## src/rtl/core/npc_pkg.sv

```systemverilog
// Shared constants and types for the nearest palette color search core.
// No dependencies; compiled first.
package npc_pkg;

  localparam int ENTRIES    = 256;
  localparam int IDX_W      = (ENTRIES > 1) ? $clog2(ENTRIES) : 1;
  localparam int DIST_W     = 10;
  localparam int DIST_START = 256 * 3;

  localparam logic OP_WRITE = 1'b0;
  localparam logic OP_QUERY = 1'b1;

  typedef struct packed {
    logic [7:0] blue;
    logic [7:0] green;
    logic [7:0] red;
  } rgb_t;

endpackage

```

## src/rtl/core/npc_dist.sv

```systemverilog
// Manhattan RGB distance unit: |dr| + |dg| + |db|.
// Depends on npc_pkg.
module npc_dist (
  input  npc_pkg::rgb_t              query,
  input  npc_pkg::rgb_t              entry,
  output logic [npc_pkg::DIST_W-1:0] dist_sum
);
  import npc_pkg::*;

  function automatic logic [7:0] absdiff(input logic [7:0] a, input logic [7:0] b);
    absdiff = (a > b) ? (a - b) : (b - a);
  endfunction

  logic [7:0] dr;
  logic [7:0] dg;
  logic [7:0] db;

  assign dr       = absdiff(query.red, entry.red);
  assign dg       = absdiff(query.green, entry.green);
  assign db       = absdiff(query.blue, entry.blue);
  assign dist_sum = DIST_W'(dr) + DIST_W'(dg) + DIST_W'(db);

endmodule
```

## config.mk

```make
export PLATFORM = sky130hd
export DESIGN_NAME = npc_dist
export DESIGN_NICKNAME = d
export VERILOG_FILES = /design/src/rtl/core/npc_pkg.sv /design/src/rtl/core/npc_dist.sv
export SDC_FILE = /design/constraint.sdc
export NUM_CORES = 1
export LEC_CHECK = 0
export BUFFER_PORTS_ARGS = -buffer_cell sky130_fd_sc_hd__buf_2
export CAP_MARGIN = 15
export CORE_AREA = 2 2 104 106
export DETAILED_ROUTE_END_ITERATION = 12
export DIE_AREA = 0 0 106 108
export PLACE_DENSITY_LB_ADDON = 0.1
export SLEW_MARGIN = 20
export SYNTH_ARGS = -nofsm -noshare
export SYNTH_HDL_FRONTEND = slang
export SYNTH_SLANG_ARGS = --single-unit
```

## constraint.sdc

```tcl
create_clock -name vclk -period 10.5
set_input_delay 1.05 -clock vclk [all_inputs]
set_output_delay 1.05 -clock vclk [all_outputs]
set_load 0.005 [all_outputs]
```

=== After elaboration in Yosys (flattened, before gate mapping) ===
Index checks and enable logic that the tools add are counted.

* Input bits: 48
* Logic and storage cells: 14
* Register bits after elaboration: 0

* Mux-type cells: 3
* Add/subtract/negate cells: 8
* $lt $le $gt $ge: 3

{| class="wikitable"
|+ Operators by type and width
! kind !! count
|-
| 8-bit subtractor || 6
|-
| 8-bit greater-than comparator || 3
|-
| 8-bit 2-to-1 mux || 3
|-
| 9-bit by 8-bit adder with 10-bit output || 1
|-
| 8-bit by 8-bit adder with 9-bit output || 1
|}

=== Longest topological paths before layout ===
Gate-level depths: netlist (run 1).

* Depth after elaboration: 4
* Gate-level depth with buffers: 19
* Gate-level depth less buffers: 18

=== Worst setup path before layout (run 1) ===
OpenSTA, ideal clock, no wires.

* Kind: input to output
* Start: in query[16] (netlist name)
* End: out dist_sum[9] (netlist name)
* Setup slack: 4.940 ns
* Stages: 16
* Data arrival time: 4.510 ns
* Cell sequence: inv_1 -> ha_1 -> inv_1 -> fa_1 -> nand3_1 -> a21oi_2 -> o41ai_4 -> mux2i_1 -> xor2_1 -> fa_1 -> fa_1 -> nor2b_1 -> o21ai_0 -> a21boi_0 -> o31a_1 -> o21ba_2

* Longest elaborated chain between the ends: 3
* Elaborated cells between the ends (all ways): 5

{| class="wikitable"
|+ RTL lines
! what !! line !! text
|-
| start, declared || npc_dist.sv:4 || <nowiki>input npc_pkg::rgb_t query,</nowiki>
|-
| 8-bit subtractor / 8-bit greater-than comparator (equally long branches) || npc_dist.sv:11 || <nowiki>absdiff = (a > b) ? (a - b) : (b - a);</nowiki>
|-
| 8-bit 2-to-1 mux * || npc_dist.sv:11 ||
|-
| 9-bit by 8-bit adder with 10-bit output * || npc_dist.sv:21 || <nowiki>assign dist_sum = DIST_W'(dr) + DIST_W'(dg) + DIST_W'(db);</nowiki>
|-
| end, declared || npc_dist.sv:6 || <nowiki>output logic [npc_pkg::DIST_W-1:0] dist_sum</nowiki>
|}

Every way passes the cells marked *; elsewhere a longest branch is shown, timed or not.

=== Worst setup path in the final report (run 1) ===
* Start: in query[16] (netlist name)
* End: out dist_sum[7] (netlist name)

The elaborated chain is that of the path after synthesis.

==> out/qor.csv, run 1 <==
stage,metric,value,unit
synth,synthSimpleGateAreaFrac,11.4,%
finish,final_common_cell,inv_1,
detailed_routing,final_antenna_net_count,0,
synth,synth_mux_area_share,8.49,%
placement,hpwl,5780,µm
finish,clockBufferCount,0,
finish,diodes,0,
pwr,power_density,148,mW/mm²
critical_path,critPathRequiredTime,9.45,ns
synth,yosys_warnings,0,
die,start_util,24.8,%
synth,netlist_area,0.00253,mm²
detailed_routing,drc,0,
die,die_w,106,µm
synth,netlist_instances,327,
placement,dp.cells,509,
finish,nets,490,
critical_path,critPathSlowestCell,o41ai_4,
clock_network,cts_resized,0,
detailed_routing,vias,2276,
die,coreArea,0.0102,mm²
placement,port_buffers,58,
finish,register_area,0,µm²
critical_path,crit_arrival,5.24,ns
detailed_routing,drt_iter0_markers,73,
synth,yosysTopAreaCellShare,25.7,%
global_route,grt_max_degree,11,
sta,maxSlewViolCount,0,
finish,final_cell_mix,"inv_1, buf_2, ha_1",
critical_path,crit_top_cell,inv_1,
synth,synth.largest_area_cell,ha_1,
sta,setup_tns,0,ns
pwr,ir_drop,0.0000725,V
synth,syn_avg_cell_area,7.75,µm²
sta,rsz0062_at_grt,false,
sta,worstMarginPinSlew,0.660,ns
sta,finalCritPeriodShare,59.9,%
global_route,overflow,0,
finish,stdcell_count,509,
critical_path,critPathMaxStageDelay,0.62,ns
critical_path,path_class,in2out,
global_route,grt_pass1_wl,11000,µm
die,die_y,108,µm
detailed_routing,wl_per_cell,12.7,µm
synth,synth_fa_ha_area_share,37.5,%
clock_network,hold_buffers,0,
synth,syn-num-nets,442,
die,rows,37,
sta,setup_ws,4.21,ns
synth,yosys-top-cells-area,"ha_1, fa_1, inv_1",
critical_path,startpoint_type,input pin,
detailed_routing,routed_via_density,4.47,
critical_path,critPathMaxFanout,7,
critical_path,cp_top_family,adder cells,
finish,final_layout_size_suffix_gt1_share,19.6,%
synth,synth_top_family_by_area,adder cells,
sta,period_needed,6.29,ns
critical_path,end_kind,primary output,
status,outcome,completed,
synth,yosysSeqAreaShare,0,%
critical_path,crit_chain,buf_2 -> inv_1 -> ha_1 -> inv_1 -> fa_1 -> nand3_1 -> a21oi_2 -> o41ai_4 -> mux2i_1 -> fa_1 -> inv_1 -> ha_1 -> inv_1 -> fa_1 -> nor2b_1 -> o21ai_0 -> a21boi_0 -> o21ai_0 -> a21oi_1 -> buf_2,
synth,synth-xor-area-share,6.56,%
synth,post_synth_num_cell_types,44,
finish,filler_cell_count,1139,
sta,setup_violations,0,
flow_run,drv_cap,0,
finish,area_growth,15.2,%
die,ios,58,
global_route,grtUsageTotal,11.5,%
placement,routabilityCongestion,0.781,
detailed_routing,wl,6450,µm
placement,dp_worst_setup_slack,4.21,ns
synth,synth_compound_area_share,22.7,%
global_route,antenna_found_initial,0,
pwr,p_leak,1.62,nW
sta,hold_viol,0,
sta,fmax,159,MHz
min_path,hold_path_class,in2out,
finish,design.seq.count,0,
die,die_area,0.0114,mm²
critical_path,path_buf_inv,6,
global_route,grt_pass1_vias,2382,
clock_network,post-cts-setup-buffers,0,
sta,max_slew_margin,55.9,%
detailed_routing,dr.pass1.iters,4,
## area by class of cell
| type | count | area, µm² | area share [%] |
|---|---|---|---|
| timing repair buffer | 58 | 290 | 9.94 |
| inverter | 70 | 263 | 9.00 |
| multi-input combinational | 245 | 2200 | 75.2 |
| tap | 136 | 170 | 5.83 |
## through the flow
step | power (mW) | hold WS, ns | instance area, µm² | utilization, %
finish | 0.433 | 2.77 | 2920 | 28.5
global route | 0.497 | 2.82 | 2920 | 28.5
CTS | 0.440 | 2.78 | 2920 | 28.5
detailed placement | 0.438 | 2.78 | 2920 | 28.5
global placement | 0.437 | 2.79 | 2920 | 28.5
floorplan | 0.289 | 2.53 | 2530 | -
## Yosys cell counts, drive strengths merged (2+ instances only)
master   n
o21ai   10
a221o    2
a21oi   27
a211oi   8
nor2b    3
ha      52
nand4    5
a21o    13
a221oi   2
o21a     2
nand2   18
o221a    2
buf      8
and4     2
xor2     8
nand3b   5
mux2i   17
nor3     4
fa      15
xnor2   11
nand3    9
nor2     8
inv     70
clkbuf   4
o31a     2
a31oi    6
mux2     4
## per-layer routing
layer	global-route usage [%]	up-vias	wire length, µm
met4	0.376	0	15
met5	0	-	0
met3	0.422	2	192
li1	-	1197	-
met1	15.7	1040	3270
met2	21.2	37	2980
## path summary, 6_finish.rpt
check / startpoint / endpoint / slack, ns / depth (start not counted)
setup / recovery: query[16] / dist_sum[7] / 4.21 / 20
hold / removal: entry[0] / dist_sum[0] / 2.77 / 5
## cells by family (layout without fill, tap and decap cells)
kind of cell               count (synthesis)  after routing
and+or+nand+nor                           57             57
muxes                                     21             21
xor gates and xnor gates                  19             19
AOI/OAI and AO/OA                         81             81
adders and majority gates                 67             67
buffers and inverters                     82            128
## report_power, final
group / switching (mW) / total (mW) / internal, mW
sequential: 0 / 0 / 0
clock: 0 / 0 / 0
combinational: 0.235 / 0.433 / 0.199
total: 0.235 / 0.433 / 0.199
(Power assumes the default switching activity.)
==> inputs of run 2 (changes only) <==
- clock period: 10.5 -> 5.65 ns (I/O delays scaled with it)
==> run 2 against run 1 <==
Power rose by 83%. Non-clock buffer count increased by 3. Sequential share of layout area stayed put. Wire length shrank 1.8%. Final area is 0.77% higher. Count of clock-buffer cells in the layout unchanged. Utilization is 0.22 points higher. Largest power group unchanged.
==> out/qor.csv, run 2 (synthesized netlist as in run 1, its figures left out) <==
stage,metric,value,unit
status,outcome,completed,
min_path,min_to,dist_sum[0],
finish,clockBufferCount,0,
global_route,grtUsageTotal,11.3,%
global_route,grt_pass1_vias,2269,
min_path,worstHoldStart,entry[8],
die,start_util,24.8,%
critical_path,critPathMaxFanout,4,
clock_network,hold_buffers,0,
min_path,hold_path_class,in2out,
detailed_routing,wl,6340,µm
pwr,p_leak,1.63,nW
die,ios,58,
sta,worstMarginPinSlew,0.481,ns
sta,period_needed,5.08,ns
detailed_routing,drc,0,
detailed_routing,final_antenna_net_count,0,
finish,nets,493,
global_route,grt_pass1_wl,10800,µm
pwr,power_density,270,mW/mm²
critical_path,critPathRequiredTime,5.09,ns
die,die_w,106,µm
detailed_routing,vias,2272,
detailed_routing,wl_per_cell,12.4,µm
critical_path,crit_arrival,4.52,ns
clock_network,cts_resized,0,
placement,hpwl,5760,µm
die,die_area,0.0114,mm²
detailed_routing,drt_iter0_markers,65,
finish,final_cell_mix,"inv_1, buf_2, ha_1",
sta,rsz0062_at_grt,false,
sta,finalCritPeriodShare,89.9,%
placement,dpl_cell_area,0.00294,mm²
detailed_routing,routed_via_density,4.44,
pwr,p_total,0.794,mW
sta,setup_ws,0.569,ns
critical_path,end_kind,primary output,
finish,design.seq.count,0,
finish,diodes,0,
sta,setup_violations,0,
die,rows,37,
global_route,overflow,0,
critical_path,path_class,in2out,
finish,area_growth,16.0,%
sta,fmax,197,MHz
detailed_routing,dr.pass1.iters,4,
die,die_y,108,µm
clock_network,post-cts-setup-buffers,0,
pwr,ir_drop,0.000172,V
flow_run,drv_cap,0,
min_path,holdPathStages,5,
finish,final_layout_size_suffix_gt1_share,20.2,%
placement,port_buffers,58,
finish,postLayoutCellArea,0.00294,mm²
placement,routabilityCongestion,0.800,
sta,maxSlewViolCount,0,
placement,dp_worst_setup_slack,0.485,ns
sta,setup_tns,0,ns
global_route,grt_max_degree,11,
critical_path,startpoint_type,input pin,
finish,final_common_cell,inv_1,
sta,max_slew_margin,67.6,%
die,coreArea,0.0102,mm²
sta,hold_viol,0,
finish,register_area,0,µm²
global_route,antenna_found_initial,0,
## run 2: worst max-delay path by stage
stage,start,endpoint,slack [ns],cells after the start
after floorplan,query[16],dist_sum[9],1.06,16
after global placement,query[16],dist_sum[7],0.58,20
after detailed placement,query[16],dist_sum[7],0.48,18
after CTS,query[16],dist_sum[7],0.46,18
after global routing,query[16],dist_sum[7],0.13,20
final,query[16],dist_sum[9],0.57,18
## run 2: final cells by class
type,instances,area [µm²]
Fill cell,1100,7290
Timing Repair Buffer,61,313
Inverter,70,263
Tap cell,136,170
Multi-Input combinational cell,245,2200
## run 2: report_power, final
group / internal (mW) / switching, mW
registers: 0 / 0
clock network: 0 / 0
logic: 0.370 / 0.424
total: 0.370 / 0.424
## run 2: through the flow
| stage | hold slack [ns] | std cells | utilization, % |
|---|---|---|---|
| after floorplan | 1.56 | 327 | - |
| after global placement | 1.82 | 512 | 28.8 |
| after detailed placement | 1.81 | 512 | 28.8 |
| after CTS | 1.81 | 512 | 28.8 |
| after global routing | 1.83 | 512 | 28.8 |
| final | 1.80 | 512 | 28.8 |
## run 2: layer usage
metal	wire length, µm	vias to the layer above	GRT usage (%)
met5	0	-	0
met4	0	0	0
met3	179	0	0.301
met1	3200	1034	16.4
met2	2950	31	19.9
li1	-	1207	-
## run 2: worst max-delay path, cell delays in order
cell	delay [ns]
buf_2	0.11
inv_1	0.05
ha_1	0.18
inv_1	0.06
fa_1	0.38
nand3_1	0.13
a21oi_2	0.08
o41ai_4	0.45
mux2i_1	0.27
xor2_1	0.25
fa_1	0.50
fa_1	0.48
nor2b_1	0.12
o21ai_0	0.10
a21boi_0	0.36
o31a_1	0.19
o21ba_2	0.13
buf_2	0.11
==> inputs of run 3 (changes only) <==
- CORE_AREA: 2 2 104 106 -> 2 2 94 118
- DIE_AREA: 0 0 106 108 -> 0 0 96 120
- REMOVE_ABC_BUFFERS: unset -> 1
==> run 3 against run 2 <==
Maximum frequency decreased by 0.22%. Count of clock-buffer cells in the layout unchanged. Largest power group unchanged. Final area down 0.43%. Critical endpoint is now dist_sum[7]. Largest cell class unchanged. Combinational power decreased by 2%. Global-route usage down 0.41 points. Flip-flop and latch count unchanged.
==> out/qor.csv, run 3 (synthesized netlist as in run 1, its figures left out) <==
stage,metric,value,unit
critical_path,crit_chain,buf_2 -> inv_1 -> ha_1 -> inv_1 -> fa_1 -> nand3_1 -> a21oi_2 -> o41ai_4 -> mux2i_1 -> fa_1 -> inv_1 -> ha_1 -> inv_1 -> fa_1 -> nor2b_1 -> o21ai_0 -> a21boi_0 -> o21ai_0 -> a21oi_1 -> buf_2,
critical_path,cp_num_cells,20,
clock_network,post-cts-setup-buffers,0,
flow_run,drv_cap,0,
pwr,ir_drop,0.000106,V
sta,setup_violations,0,
critical_path,crit_top_cell,inv_1,
global_route,grt_max_degree,11,
global_route,grt_pass1_vias,2329,
finish,register_area,0,µm²
finish,final_common_cell,inv_1,
placement,dp.cells,507,
finish,area_growth,15.5,%
clock_network,cts_resized,0,
finish,final_cell_mix,"inv_1, buf_2, ha_1",
sta,rsz0062_at_grt,false,
detailed_routing,routed_via_density,4.50,
detailed_routing,wl,6310,µm
die,ios,58,
finish,clockBufferCount,0,
min_path,holdPathStages,5,
die,start_util,24.2,%
critical_path,path_buf_inv,6,
finish,design.seq.count,0,
sta,max_slew_margin,64.4,%
die,coreArea,0.0105,mm²
critical_path,critPathMaxFanout,4,
global_route,overflow,0,
min_path,hold_path_class,in2out,
min_path,min_to,dist_sum[0],
sta,fmax,196,MHz
critical_path,startpoint_type,input pin,
critical_path,critPathMaxStageDelay,0.46,ns
min_path,worstHoldStart,entry[8],
sta,finalCritPeriodShare,90.1,%
sta,worstMarginPinSlew,0.534,ns
global_route,grt_pass1_wl,10400,µm
critical_path,critPathRequiredTime,5.09,ns
die,die_area,0.0115,mm²
detailed_routing,vias,2279,
pwr,power_density,265,mW/mm²
placement,routabilityCongestion,0.773,
placement,dp_worst_setup_slack,0.528,ns
sta,maxSlewViolCount,0,
placement,port_buffers,58,
detailed_routing,wl_per_cell,12.4,µm
pwr,p_leak,1.62,nW
detailed_routing,dr.pass1.iters,4,
status,outcome,completed,
critical_path,crit_arrival,4.53,ns
critical_path,cp_top_family,adder cells,
sta,period_needed,5.09,ns
global_route,antenna_found_initial,0,
detailed_routing,drc,0,
die,rows,42,
finish,diodes,0,
finish,stdcell_count,507,
critical_path,path_class,in2out,
finish,final_layout_size_suffix_gt1_share,20.0,%
critical_path,crit_start,query[16],
critical_path,end_kind,primary output,
die,die_w,96,µm
critical_path,critPathSlowestCell,fa_1,
die,die_y,120,µm
detailed_routing,final_antenna_net_count,0,
finish,nets,492,
pwr,p_total,0.777,mW
sta,setup_ws,0.558,ns
global_route,grtUsageTotal,10.9,%
detailed_routing,drt_iter0_markers,57,
clock_network,hold_buffers,0,
sta,hold_viol,0,
sta,setup_tns,0,ns
placement,hpwl,5810,µm
-- run 3: layout make-up --
class                           count  area (µm²)
Fill cell                        1186        7530
Inverter                           70         263
Multi-Input combinational cell    245        2200
Tap cell                          132         165
Timing Repair Buffer               60         305
-- run 3: how the worst max path moves through the flow --
| stage | slack [ns] | endpoint |
|---|---|---|
| 6_report | 0.56 | dist_sum[7] |
| 5_1_grt | 0.19 | dist_sum[7] |
| 4_1_cts | 0.51 | dist_sum[7] |
| 3_5_place_dp | 0.53 | dist_sum[9] |
| 3_3_place_gp | 0.53 | dist_sum[9] |
| 2_1_floorplan | 1.06 | dist_sum[9] |
-- run 3: layer usage --
| metal | wire length, µm | track usage [%] | up-vias | share of wire, % |
|---|---|---|---|---|
| met5 | 0 | 0 | - | 0 |
| met4 | 0 | 0 | 0 | 0 |
| li1 | - | - | 1200 | - |
| met3 | 175 | 0.377 | 0 | 2.8 |
| met2 | 3440 | 21.7 | 30 | 54 |
| met1 | 2700 | 13.2 | 1049 | 43 |
-- run 3: report_power, final --
group / internal (mW) / leakage (nW) / switching [mW]
combinational: 0.368 / 1.62 / 0.409
clock: 0 / 0 / 0
sequential: 0 / 0 / 0
total: 0.368 / 1.62 / 0.409
-- run 3: stage by stage --
stage / hold WS [ns] / cell area [µm²] / utilization [%]
6_report: 1.83 / 2930 / 28.0
5_1_grt: 1.90 / 2930 / 28.0
4_1_cts: 1.85 / 2930 / 28.0
3_5_place_dp: 1.85 / 2930 / 28.0
3_3_place_gp: 1.83 / 2930 / 28.0
2_1_floorplan: 1.56 / 2460 / -
